--- src/hdl/lir_pkg.sv ---
// ----------------------------------------------------------------------------
// lir_pkg: shared types and constants of the linear interpolation resampler
// Sample, fraction and step widths, register map, and the structs that
// pass between the sequencer, the interpolation unit and the top level.
// ----------------------------------------------------------------------------
package lir_pkg;

	localparam int SAMPLE_BITS = 16;
	localparam int FRAC_BITS   = 16;
	localparam int MAX_OUTPUTS = 64;
	localparam int STEP_BITS   = 24;

	// working position holds a full step plus a fraction below one
	localparam int POS_BITS  = STEP_BITS + 1;
	localparam int CNT_BITS  = $clog2(MAX_OUTPUTS + 1);
	localparam int PROD_W    = SAMPLE_BITS + FRAC_BITS + 2;

	// configuration port
	localparam int DATA_BITS = 32;
	localparam int ADDR_BITS = 3;
	localparam int IDX_BITS  = ADDR_BITS - 2;
	localparam logic [IDX_BITS-1:0] REG_STEP_RATIO = IDX_BITS'(0);
	localparam logic [STEP_BITS-1:0] STEP_RESET = STEP_BITS'(1) << FRAC_BITS;

	typedef enum logic [1:0] {
		ST_IDLE,
		ST_CHECK,
		ST_MUL,
		ST_ADD
	} lir_state_t;

	// operands for the shared multiply, round and add unit
	typedef struct packed {
		logic                          load;
		logic signed [SAMPLE_BITS-1:0] a;
		logic signed [SAMPLE_BITS-1:0] b;
		logic [FRAC_BITS-1:0]          frac;
	} lir_mac_req_t;

	// push and last flags for one result word handed to the output register
	typedef struct packed {
		logic push;
		logic last;
	} lir_push_t;

endpackage

--- src/hdl/lir_apb_regs.sv ---
// ----------------------------------------------------------------------------
// lir_apb_regs: configuration register file
// APB-style slave holding the step ratio; pready is tied high.
// ----------------------------------------------------------------------------
module lir_apb_regs import lir_pkg::*; (
	input  logic                 clk,
	input  logic                 arst_n,
	input  logic                 psel,
	input  logic                 penable,
	input  logic                 pwrite,
	input  logic [ADDR_BITS-1:0] paddr,
	input  logic [DATA_BITS-1:0] pwdata,
	output logic [DATA_BITS-1:0] prdata,
	output logic                 pready,
	output logic [STEP_BITS-1:0] step_ratio
);

	logic [STEP_BITS-1:0] step_ratio_q;
	logic [IDX_BITS-1:0]  reg_idx;
	logic                 wr_en;

	assign pready  = 1'b1;
	assign reg_idx = paddr[ADDR_BITS-1:2];
	assign wr_en   = psel & penable & pwrite & pready;

	always_ff @(posedge clk or negedge arst_n) begin
		if (!arst_n) begin
			step_ratio_q <= STEP_RESET;
		end else if (wr_en && reg_idx == REG_STEP_RATIO) begin
			step_ratio_q <= pwdata[STEP_BITS-1:0];
		end
	end

	always_comb begin
		case (reg_idx)
			REG_STEP_RATIO: prdata = DATA_BITS'(step_ratio_q);
			default:        prdata = '0;
		endcase
	end

	assign step_ratio = step_ratio_q;

endmodule

--- src/hdl/lir_interp_unit.sv ---
// ----------------------------------------------------------------------------
// lir_interp_unit: shared interpolation arithmetic
// Registers (b - a) * frac, then rounds, adds a and clamps to sample range.
// ----------------------------------------------------------------------------
module lir_interp_unit import lir_pkg::*; (
	input  logic                          clk,
	input  lir_mac_req_t                  req,
	output logic signed [SAMPLE_BITS-1:0] result
);

	localparam int SH_W  = PROD_W + 1 - FRAC_BITS;
	localparam int SUM_W = SH_W + 1;
	localparam logic signed [PROD_W:0] RND_HALF = (PROD_W + 1)'(1) << (FRAC_BITS - 1);
	localparam logic signed [SUM_W-1:0] SUM_MAX =
		{{(SUM_W - SAMPLE_BITS + 1){1'b0}}, {(SAMPLE_BITS - 1){1'b1}}};
	localparam logic signed [SUM_W-1:0] SUM_MIN =
		{{(SUM_W - SAMPLE_BITS + 1){1'b1}}, {(SAMPLE_BITS - 1){1'b0}}};

	logic signed [SAMPLE_BITS:0]   diff;
	logic signed [FRAC_BITS:0]     frac_s;
	logic signed [PROD_W-1:0]      prod;
	logic signed [PROD_W-1:0]      prod_s1;
	logic signed [SAMPLE_BITS-1:0] a_s1;
	logic signed [PROD_W:0]        rsum;
	logic signed [SH_W-1:0]        shifted;
	logic signed [SUM_W-1:0]       sum;

	assign diff   = {req.b[SAMPLE_BITS-1], req.b} - {req.a[SAMPLE_BITS-1], req.a};
	assign frac_s = {1'b0, req.frac};
	assign prod   = diff * frac_s;

	always_ff @(posedge clk) begin
		if (req.load) begin
			prod_s1 <= prod;
			a_s1    <= req.a;
		end
	end

	// round half up, floor shift
	assign rsum    = {prod_s1[PROD_W-1], prod_s1} + RND_HALF;
	assign shifted = rsum[PROD_W:FRAC_BITS];
	assign sum     = {{(SUM_W - SAMPLE_BITS){a_s1[SAMPLE_BITS-1]}}, a_s1}
		+ {shifted[SH_W-1], shifted};

	always_comb begin
		if (sum > SUM_MAX) begin
			result = SUM_MAX[SAMPLE_BITS-1:0];
		end else if (sum < SUM_MIN) begin
			result = SUM_MIN[SAMPLE_BITS-1:0];
		end else begin
			result = sum[SAMPLE_BITS-1:0];
		end
	end

endmodule

--- src/hdl/lir_sequencer.sv ---
// ----------------------------------------------------------------------------
// lir_sequencer: per-input control of the resampler
// Walks the position accumulator through one or two input intervals and
// drives the shared interpolation unit once per output word.
// ----------------------------------------------------------------------------
module lir_sequencer import lir_pkg::*; (
	input  logic                          clk,
	input  logic                          arst_n,
	input  logic                          in_valid,
	output logic                          in_stall,
	input  logic signed [SAMPLE_BITS-1:0] in_sample,
	input  logic                          in_last,
	input  logic [STEP_BITS-1:0]          step_ratio,
	input  logic                          out_free,
	output lir_mac_req_t                  mac_req,
	output lir_push_t                     push
);

	localparam logic [POS_BITS-1:0] ONE_POS = POS_BITS'(1) << FRAC_BITS;
	localparam logic [POS_BITS-1:0] TWO_POS = POS_BITS'(2) << FRAC_BITS;
	localparam logic [CNT_BITS-1:0] CNT_MAX = CNT_BITS'(MAX_OUTPUTS);
	localparam logic [CNT_BITS-1:0] CNT_TOP = CNT_BITS'(MAX_OUTPUTS - 1);

	lir_state_t state_q, state_d;

	logic signed [SAMPLE_BITS-1:0] cur_q, cur_d;
	logic signed [SAMPLE_BITS-1:0] prev_q, prev_d;
	logic                          have_prev_q, have_prev_d;
	logic                          last_q, last_d;
	logic                          phase2_q, phase2_d;
	logic                          final_q, final_d;
	logic [POS_BITS-1:0]           pos_q, pos_d;
	logic [CNT_BITS-1:0]           cnt_q, cnt_d;

	logic [POS_BITS-1:0] next_pos;
	logic [POS_BITS-1:0] pos_end;
	logic                ge_one;
	logic                ge_two;

	assign next_pos = pos_q + POS_BITS'(step_ratio);
	assign ge_one   = next_pos >= ONE_POS;
	assign ge_two   = next_pos >= TWO_POS;
	assign pos_end  = (pos_q >= ONE_POS) ? pos_q - ONE_POS : '0;

	always_ff @(posedge clk or negedge arst_n) begin
		if (!arst_n) begin
			state_q <= ST_IDLE;
		end else begin
			state_q <= state_d;
		end
	end

	always_ff @(posedge clk or negedge arst_n) begin
		if (!arst_n) begin
			cur_q       <= '0;
			prev_q      <= '0;
			have_prev_q <= 1'b0;
			last_q      <= 1'b0;
			phase2_q    <= 1'b0;
			final_q     <= 1'b0;
			pos_q       <= '0;
			cnt_q       <= '0;
		end else begin
			cur_q       <= cur_d;
			prev_q      <= prev_d;
			have_prev_q <= have_prev_d;
			last_q      <= last_d;
			phase2_q    <= phase2_d;
			final_q     <= final_d;
			pos_q       <= pos_d;
			cnt_q       <= cnt_d;
		end
	end

	always_comb begin
		state_d      = state_q;
		cur_d        = cur_q;
		prev_d       = prev_q;
		have_prev_d  = have_prev_q;
		last_d       = last_q;
		phase2_d     = phase2_q;
		final_d      = final_q;
		pos_d        = pos_q;
		cnt_d        = cnt_q;
		in_stall     = 1'b1;
		mac_req.load = 1'b0;
		mac_req.a    = prev_q;
		mac_req.b    = cur_q;
		mac_req.frac = pos_q[FRAC_BITS-1:0];
		push.push    = 1'b0;
		push.last    = final_q;

		case (state_q)
			ST_IDLE: begin
				in_stall = 1'b0;
				if (in_valid) begin
					cur_d    = in_sample;
					last_d   = in_last;
					cnt_d    = '0;
					phase2_d = 1'b0;
					if (have_prev_q) begin
						state_d = ST_CHECK;
					end else begin
						// first sample of a stream: store it
						prev_d      = in_sample;
						have_prev_d = 1'b1;
						if (in_last) begin
							phase2_d = 1'b1;
							state_d  = ST_CHECK;
						end
					end
				end
			end
			ST_CHECK: begin
				if (cnt_q < CNT_MAX && pos_q < ONE_POS) begin
					state_d = ST_MUL;
				end else if (!phase2_q) begin
					prev_d = cur_q;
					pos_d  = pos_end;
					if (last_q) begin
						phase2_d = 1'b1;
					end else begin
						have_prev_d = 1'b1;
						state_d     = ST_IDLE;
					end
				end else begin
					// stream ends: back to start
					prev_d      = '0;
					have_prev_d = 1'b0;
					pos_d       = '0;
					phase2_d    = 1'b0;
					state_d     = ST_IDLE;
				end
			end
			ST_MUL: begin
				mac_req.load = 1'b1;
				// look ahead: is this the final word for the input
				final_d = (cnt_q == CNT_TOP)
					| (phase2_q ? ge_one : (ge_one & (!last_q | ge_two)));
				state_d = ST_ADD;
			end
			ST_ADD: begin
				if (out_free) begin
					push.push = 1'b1;
					cnt_d     = cnt_q + CNT_BITS'(1);
					pos_d     = next_pos;
					state_d   = ST_CHECK;
				end
			end
			default: begin
				state_d = ST_IDLE;
			end
		endcase
	end

endmodule

--- src/hdl/linear_interp_resampler.sv ---
// ----------------------------------------------------------------------------
// linear_interp_resampler: one-channel linear interpolation resampler
// Converts a sample stream by a programmable step using one shared
// multiply, round and add unit under a small sequencer.
// ----------------------------------------------------------------------------
// Each output word that an input word releases passes once through the
// sequencer loop (position check, multiply into the product register,
// round/add/clamp into the output register), and the output side can hold
// the loop while it stalls; each input interval closes with one more check.
// The first word of a stream that is not marked last is only stored. The
// loop runs through three states around the single shared multiplier.
// in_stall is high from the accepting edge through the closing check that
// follows the loading of the word's last output into the output register;
// that register lets a new input be taken while the final output still
// waits. At most 64 outputs follow one input. step_ratio (unsigned 8.16,
// reset 1.0) is written over the APB-style port at address 0 and must only
// be written while the block is idle.
// ----------------------------------------------------------------------------
module linear_interp_resampler import lir_pkg::*; (
	input  logic                          clk,
	input  logic                          arst_n,
	input  logic                          psel,
	input  logic                          penable,
	input  logic                          pwrite,
	input  logic [ADDR_BITS-1:0]          paddr,
	input  logic [DATA_BITS-1:0]          pwdata,
	output logic [DATA_BITS-1:0]          prdata,
	output logic                          pready,
	input  logic                          in_valid,
	output logic                          in_stall,
	input  logic signed [SAMPLE_BITS-1:0] in_sample,
	input  logic                          in_last,
	output logic                          out_valid,
	input  logic                          out_stall,
	output logic signed [SAMPLE_BITS-1:0] out_sample,
	output logic                          out_last
);

	logic [STEP_BITS-1:0]          step_ratio;
	lir_mac_req_t                  mac_req;
	lir_push_t                     push;
	logic signed [SAMPLE_BITS-1:0] mac_result;
	logic                          out_free;

	logic                          out_valid_q;
	logic signed [SAMPLE_BITS-1:0] out_sample_q;
	logic                          out_last_q;

	lir_apb_regs u_regs (
		.clk        (clk),
		.arst_n     (arst_n),
		.psel       (psel),
		.penable    (penable),
		.pwrite     (pwrite),
		.paddr      (paddr),
		.pwdata     (pwdata),
		.prdata     (prdata),
		.pready     (pready),
		.step_ratio (step_ratio)
	);

	lir_sequencer u_seq (
		.clk        (clk),
		.arst_n     (arst_n),
		.in_valid   (in_valid),
		.in_stall   (in_stall),
		.in_sample  (in_sample),
		.in_last    (in_last),
		.step_ratio (step_ratio),
		.out_free   (out_free),
		.mac_req    (mac_req),
		.push       (push)
	);

	lir_interp_unit u_unit (
		.clk    (clk),
		.req    (mac_req),
		.result (mac_result)
	);

	// output register is free when empty or being taken this cycle
	assign out_free = !out_valid_q || !out_stall;

	always_ff @(posedge clk or negedge arst_n) begin
		if (!arst_n) begin
			out_valid_q <= 1'b0;
		end else if (push.push) begin
			out_valid_q <= 1'b1;
		end else if (!out_stall) begin
			// drop the word once taken
			out_valid_q <= 1'b0;
		end
	end

	// hold the payload while stalled, load on push
	always_ff @(posedge clk) begin
		if (push.push) begin
			out_sample_q <= mac_result;
			out_last_q   <= push.last;
		end
	end

	assign out_valid  = out_valid_q;
	assign out_sample = out_sample_q;
	assign out_last   = out_last_q;

endmodule
--- config.mk ---
export PLATFORM = sky130hd
export DESIGN_NAME = linear_interp_resampler
export DESIGN_NICKNAME = d
export VERILOG_FILES = /design/src/hdl/lir_pkg.sv /design/src/hdl/lir_apb_regs.sv /design/src/hdl/lir_interp_unit.sv /design/src/hdl/lir_sequencer.sv /design/src/hdl/linear_interp_resampler.sv
export SDC_FILE = /design/constraint.sdc
export NUM_CORES = 1
export LEC_CHECK = 0
export ABC_AREA = 1
export BUFFER_PORTS_ARGS = -buffer_cell sky130_fd_sc_hd__buf_4
export CAP_MARGIN = 20
export CORE_ASPECT_RATIO = 1.1
export CORE_UTILIZATION = 40
export CTS_CLUSTER_DIAMETER = 40
export CTS_CLUSTER_SIZE = 8
export DETAILED_ROUTE_END_ITERATION = 16
export PLACE_DENSITY_LB_ADDON = 0.08
export SLEW_MARGIN = 5
export SYNTH_ARGS = -nofsm -noshare
export SYNTH_HDL_FRONTEND = slang
export SYNTH_SLANG_ARGS = --single-unit
--- constraint.sdc ---
create_clock -name clk -period 19.5 [get_ports clk]
set_clock_uncertainty 0.2 [all_clocks]
set_input_delay 2.925 -clock clk [delete_from_list [all_inputs] [get_ports clk]]
set_output_delay 2.925 -clock clk [all_outputs]
set_load 0.005 [all_outputs]
==> impl_results.md <==
- Outcome: complete, no violations
- Final hold violations: 0
- Fin crit period: 8.45 ns
- CP max-delay cell: fa_1
- # Post-CTS Setup Buffers: 0
- CP endpoint kind: register
- R2R Path End: u_unit.prod_s1[30]
- Crit path max-delay family: adder cells
- Gr usage total: 0.234
- EDFF count, synth: 52
- Vias per cell: 4.96
- Dpl ws: 11.04 ns
- Reg-to-Reg Start: u_seq.prev_q[0]
- Row count: 86
- Grt ovf: 0
- WP data required: 19.51 ns
- Fmax: 118 MHz
- Synth Cell Area: 20600 sq um
- Register area share after synthesis: 0.191
- Clock sink count: 147
- DR pass1 iterations: 5
- Slew HR: 0.311
- Via Count: 16669
- Ys flop type: dfrtp_1
- DR WL/cell: 17.4 microns
- Ant. Diodes: 0
- Max rail drop VDD: 0.0000724 V
- R2r setup slk: 11.05 ns
- Vias in the first global route: 17308
- Share of the synthesized area in the top cell type: 0.266
- Top-Level Pins: 111
- LEAKAGE: 0.0117 uW
- # setup viols final: 0
- CP Depth: 31
- Initial antenna violation count: 0
- Largest area contributor in the netlist: fa_1
- Layout Nets: 3177
- Most instantiated cells after synthesis: inv_1 (570), nand2_1 (498), nor2_1 (317), fa_1 (274), ha_1 (154)
- CTS Hold Bufs: 0
- Leading cell type by number of instances after synthesis: inv_1
- Pwr dens: 95.7 nW/um^2
- Post_cts resized: 0
- Fin. max-slew vios: 0
- Die Height: 240 microns
- RSZ-0062 raised after global routing: false
- FF+latch count, synth: 147
- Worst Path Buf+Inv: 7
- Clock Latency Late Sink: 0.46 ns
- Clock-pin slew on the worst setup and hold paths: 0.07 ns
- Slew @ Worst Pin: 1.03 ns
- Worst hold path type: register to register
- Asr flop ratio synth: 0.646
- Layout cell share with drive strength beyond 1: 0.0699
- Max layer used: met4
- Routed WL: 58500 microns
- Starting density of the core: 0.408
- DR DRC count: 0
- CTS tree: done
- Max cap viols: 0
- Ratio of final minimum period to clock period: 0.434
- Hold path startpoint: u_seq.prev_q[10]
- Setup crit start: u_seq.prev_q[0]
- Core area: 50500 sq um
- Final Wtd Congestion: 0.914
- Largest net degree at the start of global routing: 54
- Critical Path End: u_unit.prod_s1[30]
- Cells on worst reg2reg path: 31
- Synth Instances: 2626
- Critical Path Max Stage Delay: 0.86 ns
- Final setup TNS: 0 ns
- Worst-path maximum fanout: 13
- P&R area growth vs syn: 9.48%
- Wl on met1: 26800 microns
- Antenna Nets Post-Route: 0
- WL met3: 2430 microns
- PortBufs: 91
- First-pass GRT wire length: 94000 microns
- Worst endpoint data arrival time: 8.47 ns
- DR WL met2: 27000 microns
- Total CTS buffers: 17
- Post-DP HPWL: 49400 microns
- Startpoint Class: register
- Clock Tree Buf Depth: 2
- Clk Tree Root Cell: clkbuf_16
- Largest cells by area after synthesis: fa_1 (27%), dfrtp_1 (11%), inv_1 (10%)
- Final setup margin: 11.05 ns
- Yosys cell types: 56
- Crit path kind: register to register
- Yosys Warn Count: 0
- Horiz. Die Dim: 218 microns
- CTS H-tree depth: 4
- Synthesized area per cell: 7.85 sq um
- First DRT Iteration DRCs: 963
- Die ar.: 52400 sq um
[where the power goes]
group | switching [uW] | leakage [uW] | internal (uW) | total (uW)
Sequential | 63.7 | 0.00162 | 391 | 455
Clock | 140 | 0.000319 | 234 | 374
Combinational | 983 | 0.00973 | 348 | 1330
[cell usage in the layout, fill, tap and decap left out, types with 8 or more instances in the layout]
cell type and n:
nor2_2 12, buf_4 99, nand3_1 105, edfxtp_1 52, or2_2 8, nor4_1 9, inv_1 570, fa_1 274
nand2_1 498, a211oi_1 15, ha_1 153, xnor2_1 44, nor2_1 316, xor2_1 48, o22ai_1 16, inv_2 10
a21oi_1 142, dfrtp_1 94, o21ai_0 74, nand4_1 27, clkbuf_16 19, conb_1 9, nor3_1 11, nand3b_1 8
[logic make-up (layout without fill, tap and decap cells)]
| group | Yosys count | count (layout) | synth area share |
|---|---|---|---|
| compound gates | 296 | 296 | 0.0815 |
| other cells | 2 | 9 | 0.000364 |
| flops | 147 | 147 | 0.191 |
| mux | 1 | 1 | 0.000546 |
| simple gates | 1009 | 1009 | 0.201 |
| xor+xnor | 96 | 96 | 0.0428 |
| fa+ha+maj | 428 | 428 | 0.360 |
| buf+inv | 647 | 717 | 0.122 |
[flip-flops by register name, indices dropped and copies added (netlist names)]
signal and count:
u_seq.pos_q 25, u_regs.step_ratio 24, u_unit.prod_s1 19, out_sample 16, u_seq.cur_q 16, u_seq.prev_q 16
u_unit.a_s1 16, u_seq.cnt_q 7, u_seq.state_q 2, out_last 1, out_valid 1, u_seq.final_q 1
u_seq.have_prev_q 1, u_seq.last_q 1, u_seq.phase2_q 1
[through the flow]
| stage | total power, uW | cell area [sq um] | instances | utilization | hold WS [ns] |
|---|---|---|---|---|---|
| final | 2160 | 22600 | 3363 | 0.447 | 0.250 |
| after CTS | 2180 | 22500 | 3361 | 0.447 | 0.251 |
| after global placement | 1790 | 21900 | 3329 | 0.434 | 0.233 |
| after global routing | 2320 | 22600 | 3363 | 0.447 | 0.259 |
| after floorplan | 1330 | 20600 | 2633 | - | 0.225 |
| after detailed placement | 1790 | 21900 | 3329 | 0.434 | 0.237 |
[final cells by class]
class | instances | area [sq um]
Tap cell | 660 | 826
Timing Repair Buffer | 100 | 758
Sequential cell | 147 | 3940
Clock inverter | 9 | 163
Clock buffer | 23 | 500
Multi-Input combinational cell | 1839 | 14200
Fill cell | 5144 | 27900
Inverter | 585 | 2200
[worst reg2reg max path: cells and delay by family (launching register included)]
family	cells	cell delay (ns)
compound gates	5	1.24
buf+inv	7	0.57
simple gates	10	1.28
flops	1	0.45
fa+ha+maj	9	4.47
[worst min path at each step]
stage,endpoint,slack (ns),cells after the start
after global routing,u_unit.a_s1[10],0.26,0
final,u_unit.a_s1[10],0.25,0
after CTS,u_unit.a_s1[10],0.25,0
after detailed placement,u_unit.a_s1[10],0.24,0
after floorplan,u_unit.a_s1[10],0.22,0
after global placement,u_unit.a_s1[9],0.23,0
[metal layers]
layer | up-vias | GRT usage
li1 | 8183 | -
met1 | 8004 | 0.310
met2 | 394 | 0.383
met3 | 88 | 0.0343
met4 | 0 | 0.0943
met5 | - | 0
No activity file was read; power rests on OpenSTA's default activity.
